**src/rtl/core/ilid_pkg.sv**
```systemverilog
package ilid_pkg;

    // word and index widths
    localparam int DATA_W = 32;
    localparam int IDX_W  = 11;

    // operation codes
    localparam logic [2:0] OP_APPEND     = 3'd0;
    localparam logic [2:0] OP_INSERT     = 3'd1;
    localparam logic [2:0] OP_REMOVE_END = 3'd2;
    localparam logic [2:0] OP_REMOVE_AT  = 3'd3;
    localparam logic [2:0] OP_READ       = 3'd4;

    // status codes
    localparam logic [1:0] ST_OK    = 2'd0;
    localparam logic [1:0] ST_FULL  = 2'd1;
    localparam logic [1:0] ST_EMPTY = 2'd2;
    localparam logic [1:0] ST_RANGE = 2'd3;

    // command word
    typedef struct packed {
        logic [2:0]               operation;
        logic signed [DATA_W-1:0] value;
        logic [7:0]               position;
    } t_in_word;

    // result word
    typedef struct packed {
        logic signed [DATA_W-1:0] read_value;
        logic [7:0]               entry_count;
        logic [1:0]               status;
    } t_out_word;

    // control broadcast to every cell
    typedef struct packed {
        logic                     ins;
        logic                     del;
        logic                     rd;
        logic [IDX_W-1:0]         idx;
        logic signed [DATA_W-1:0] value;
    } t_cell_ctrl;

endpackage

```
**src/rtl/core/ilid_cell.sv**
```systemverilog
module ilid_cell
    import ilid_pkg::*;
#(
    parameter int IDX = 0
) (
    input  logic                     i_clk,
    input  t_cell_ctrl               i_ctrl,
    input  logic signed [DATA_W-1:0] i_left,
    input  logic signed [DATA_W-1:0] i_right,
    output logic signed [DATA_W-1:0] o_data,
    output logic signed [DATA_W-1:0] o_tap
);

    localparam logic [IDX_W-1:0] MY_IDX = IDX_W'(IDX);

    logic signed [DATA_W-1:0] r_data;
    logic signed [DATA_W-1:0] n_data;
    logic signed [DATA_W-1:0] r_tap;
    logic signed [DATA_W-1:0] n_tap;

    // entry update: shift up on insert, down on delete
    always_comb begin
        n_data = r_data;
        if (i_ctrl.ins) begin
            if (MY_IDX > i_ctrl.idx) begin
                n_data = i_left;
            end else if (MY_IDX == i_ctrl.idx) begin
                n_data = i_ctrl.value;
            end
        end else if (i_ctrl.del) begin
            if (MY_IDX >= i_ctrl.idx) begin
                n_data = i_right;
            end
        end
    end

    // read tap, zero unless this cell is addressed
    always_comb begin
        n_tap = '0;
        if (i_ctrl.rd && (MY_IDX == i_ctrl.idx)) begin
            n_tap = r_data;
        end
    end

    always_ff @(posedge i_clk) begin
        r_data <= n_data;
        r_tap  <= n_tap;
    end

    assign o_data = r_data;
    assign o_tap  = r_tap;

endmodule

```
**config.mk**
```make
export PLATFORM = sky130hd
export DESIGN_NAME = ilid_cell
export DESIGN_NICKNAME = d
export VERILOG_FILES = /design/src/rtl/core/ilid_pkg.sv /design/src/rtl/core/ilid_cell.sv
export SDC_FILE = /design/constraint.sdc
export NUM_CORES = 1
export LEC_CHECK = 0
export BUFFER_PORTS_ARGS = -buffer_cell sky130_fd_sc_hd__buf_2
export CAP_MARGIN = 15
export CORE_UTILIZATION = 38
export CTS_CLUSTER_DIAMETER = 40
export CTS_CLUSTER_SIZE = 24
export DETAILED_ROUTE_END_ITERATION = 10
export PLACE_DENSITY = 0.76
export SLEW_MARGIN = 20
export SYNTH_ARGS = -nofsm -noshare
export SYNTH_HDL_FRONTEND = slang
export SYNTH_SLANG_ARGS = --single-unit
```
**constraint.sdc**
```tcl
create_clock -name i_clk -period 4.1 [get_ports i_clk]
set_input_delay 0.82 -clock i_clk [delete_from_list [all_inputs] [get_ports i_clk]]
set_output_delay 0.82 -clock i_clk [all_outputs]
set_load 0.03 [all_outputs]
```
=== After elaboration in Yosys (flattened, before gate mapping) ===
Cells that the tools add are included.

* Logic and storage cells: 15
* Output and inout bits: 64
* Flip-flop bits (word level): 64
* Bits of input ports: 111

* Order comparisons: 2
* Reduce and logical (&&, ||, !) cells: 5
* Mux-type cells: 5
* Equality and inequality tests: 1

{| class="wikitable"
|+ Operators with widths
! cell !! count
|-
| $mux W32 || 5
|-
| $ge A1 B11 Y1 const A || 1
|-
| $gt A1 B11 Y1 const A || 1
|-
| $logic_not A11 Y1 || 1
|-
| $reduce_bool A2 Y1 || 2
|-
| $ne A3 B1 Y1 const B || 1
|-
| $reduce_and A3 Y1 || 1
|-
| $logic_and A1 B1 Y1 || 1
|}

=== Longest topological paths before layout ===
* Depth in word-level cells: 4
* Mapped depth: 4
* Depth with buffers taken out: 2

=== Worst setup path after synthesis ===
Ideal clock, no wire load.

* Path kind: input-to-reg
* Start point: input i_ctrl[40] (netlist name)
* End point: register r_data[0], in the netlist o_data[0], enable pin
* Required time: 3.659 ns
* Setup time: 0.441 ns
* Arrival: 3.520 ns
* Cell stages on the path: 4
* Slack: 0.139 ns
* Buffers on the path: 2
* Cell sequence: or4_1 > buf_2 > buf_2 > nor4_2

* Cells in the longest elaborated chain, start to end: 3
* Elaborated cells between the ends (all ways): 6
* Classes of those cells: order compare (2); eq/ne (1); reduce/logical (3)

{| class="wikitable"
|+ Ends and longest elaborated chain
! item !! line !! text
|-
| start: declaration || ilid_cell.sv:7 || <nowiki>input t_cell_ctrl i_ctrl,</nowiki>
|-
| $gt A1 B11 Y1, or another cell as far along || ilid_cell.sv:25 || <nowiki>if (MY_IDX > i_ctrl.idx) begin</nowiki>
|-
| $ne A3 B1 Y1 (no line) or $reduce_bool A2 Y1 (tied branches) || n/a ||
|-
| $reduce_and A3 Y1 (no line) (*) || n/a ||
|-
| end signal: assignment || ilid_cell.sv:46 || <nowiki>r_data <= n_data;</nowiki>
|-
| end: declaration || ilid_cell.sv:16 || <nowiki>logic signed [DATA_W-1:0] r_data;</nowiki>
|}

Every way passes the cells marked *; elsewhere a longest branch is shown, timed or not.
A chain may end at the register's enable or synchronous reset.

=== Worst setup path in the final report ===
* Start point: input i_ctrl[36] (netlist name)
* End point: register r_data[11], in the netlist o_data[11], enable pin

Same word-level chain as after synthesis.

==> impl_metrics.tcl <==
set metrics [dict create \
    cts_setup_buffers 0 \
    skew_ns 0.00536 \
    numClockSinks 64 \
    startpoint_type "primary input" \
    first_iter_violations 63 \
    arrival_ns 2.53 \
    dp_cells 387 \
    period_share_pct 61.5 \
    hold_viol 0 \
    synth_warnings 0 \
    gr-usage-all-layers_pct 17.4 \
    cp_max_fo 33 \
    synth_nets 295 \
    status "complete, no violations" \
    synthToLayoutAreaGrowth_pct 33.0 \
    yosysSeqAreaShare_pct 60.7 \
    cts_buffer_depth 2 \
    port_buffers 142 \
    crit_path_end_kind "flop" \
    ios 175 \
    die_area_um2 7280 \
    vias_per_cell 4.85 \
    finalNonFillerCells 403 \
    fmax_mhz 397 \
    multiInputGateArea_um2 915 \
    ant_nets 0 \
    cap_violations 0 \
    crit_end "o_data[11]" \
    slew_headroom_pct 33.9 \
    ys_top_cells_by_area "edfxtp_1, dfxtp_1, nor4_2" \
    critPathLaunch "i_ctrl[36]" \
    syn_area_per_cell_um2 14.3 \
    n_fill_cell 580 \
    setup_tns_ns 0 \
    diodes 0 \
    r2r-end "o_tap[10]" \
    tritoncts "built" \
    synth_seq_cells 64 \
    final_nets 432 \
    p_leak_nw 1.46 \
    yosysUniqueCellTypes 15 \
    final_util_pct 53.7 \
    seq_area_um2 1600 \
    firstDrtPassIters 4 \
    antenna_found_initial 0 \
    clk_latency_ns 0.33 \
    grt_pass1_vias 1975 \
    htreeDepth 3 \
    holdWs_ns 0.528 \
    start_util_pct 40.4 \
    worst_slew_pin_slew_ns 0.991 \
    netlist_instances 184 \
    critPathKind "primary input to flop" \
    yosys.area.top_type_share_pct 36.4 \
    grt.overflow.total 0 \
    min_path_type "flop to flop" \
    cts_buffers 9 \
    place_congestion 0.737 \
    dp_hpwl_um 4070 \
    cts_resized 0 \
    cts-root-buf "clkbuf_8" \
    min_period_ns 2.52 \
    p_per_area_nw_per_um2 349 \
    grt_max_degree 34 \
    finalSetupViolCount 0 \
    die_x_um 85.3 \
    wire_per_inst_um 14.8 \
    drive_above_1_share_pct 67.8 \
    crit_required_ns 4.11 \
    rsz0062_at_grt "no" \
    die_h_um 85.3 \
    yosysTopAreaCell "edfxtp_1" \
    path_clk_slew_ns 0.06 \
    grt_pass1_wl_um 9450 \
    r2r_slack_ns 3.39 \
    via_count 1953 \
    routed_wl_um 5980 \
    r2r_start "o_data[10]" \
    core-area_um2 6530 \
    drv_slew 0 \
    netlist_area_um2 2640 \
    drc 0 \
    vdd_drop_max_uv 274 \
    hold_buffers 0 \
    reg2reg_depth 2 \
    num_rows 29 \
]
## area by class of cell
type,count,area share [%]
multi-input cells,101,26.1
clock inverters,1,0.143
clock buffers,15,4.46
well taps,77,2.75
flip-flops and latches,64,45.7
repair buffers,145,20.9
## sequential cells by signal (all words and copies together), names as in the netlist
name,count
o_tap,32
o_data,32
## metrics by stage
step	cell area [um^2]	worst slack (ns)	total power [mW]
6_report	3510	1.58	1.23
3_5_place_dp	3350	1.23	0.785
3_3_place_gp	3350	1.25	0.781
4_1_cts	3510	1.58	1.24
2_1_floorplan	2640	0.139	0.744
5_1_grt	3510	1.52	1.27
## routing by layer
| metal | wire [um] | vias to the layer above | global-route usage [%] |
|---|---|---|---|
| met5 | 0 | - | 0 |
| met4 | 107 | 0 | 7.12 |
| met3 | 381 | 10 | 5.93 |
| met2 | 3170 | 87 | 31.5 |
| met1 | 2320 | 909 | 18.5 |
| li1 | - | 947 | - |
## worst max-delay path, cell delays in order
cell,delay (ns)
buf_2,0.09
or3_2,0.89
nor4_4,0.39
buf_4,0.31
## logic make-up after synthesis
| family | after synthesis | share of synthesized area (%) |
|---|---|---|
| buffers and inverters | 19 | 5.03 |
| muxes | 32 | 13.7 |
| DFF | 64 | 60.7 |
| and+or+nand+nor | 69 | 20.6 |
## synthesized netlist by cell type
cell type / count
buf_6: 1
buf_1: 2
clkbuf_1: 9
nor4_2: 30
or4_1: 1
nor2_1: 1
nand2_1: 32
nor4_1: 3
or4_4: 1
edfxtp_1: 32
dfxtp_1: 32
buf_12: 3
or3_1: 1
buf_2: 4
mux2_2: 32
## layout by cell type, fill, tap and decap left out, drive strengths merged
cell type / n
nor2: 1
clkinv: 1
nor4: 33
dfxtp: 32
edfxtp: 32
nand2: 32
or4: 2
mux2: 32
buf: 145
clkbuf: 15
or3: 1
## worst min-delay path by stage
stage          startpoint   endpoint  slack, ns  depth (start not counted)
6_report        o_data[0]   o_tap[0]       0.53                          2
5_1_grt        o_data[31]  o_tap[31]       0.56                          2
4_1_cts         o_data[0]   o_tap[0]       0.53                          2
3_5_place_dp    o_data[0]   o_tap[0]       0.52                          2
3_3_place_gp    o_data[0]   o_tap[0]       0.52                          2
2_1_floorplan   o_data[0]   o_tap[0]       0.71                          2
## where the power goes
group          switching, mW  total (mW)  internal, mW
registers          0.0000838       0.673         0.673
logic                 0.0451      0.0967        0.0516
clock network          0.219       0.455         0.237
total                  0.264        1.23         0.961
No activity file was read; power rests on OpenSTA's default activity.
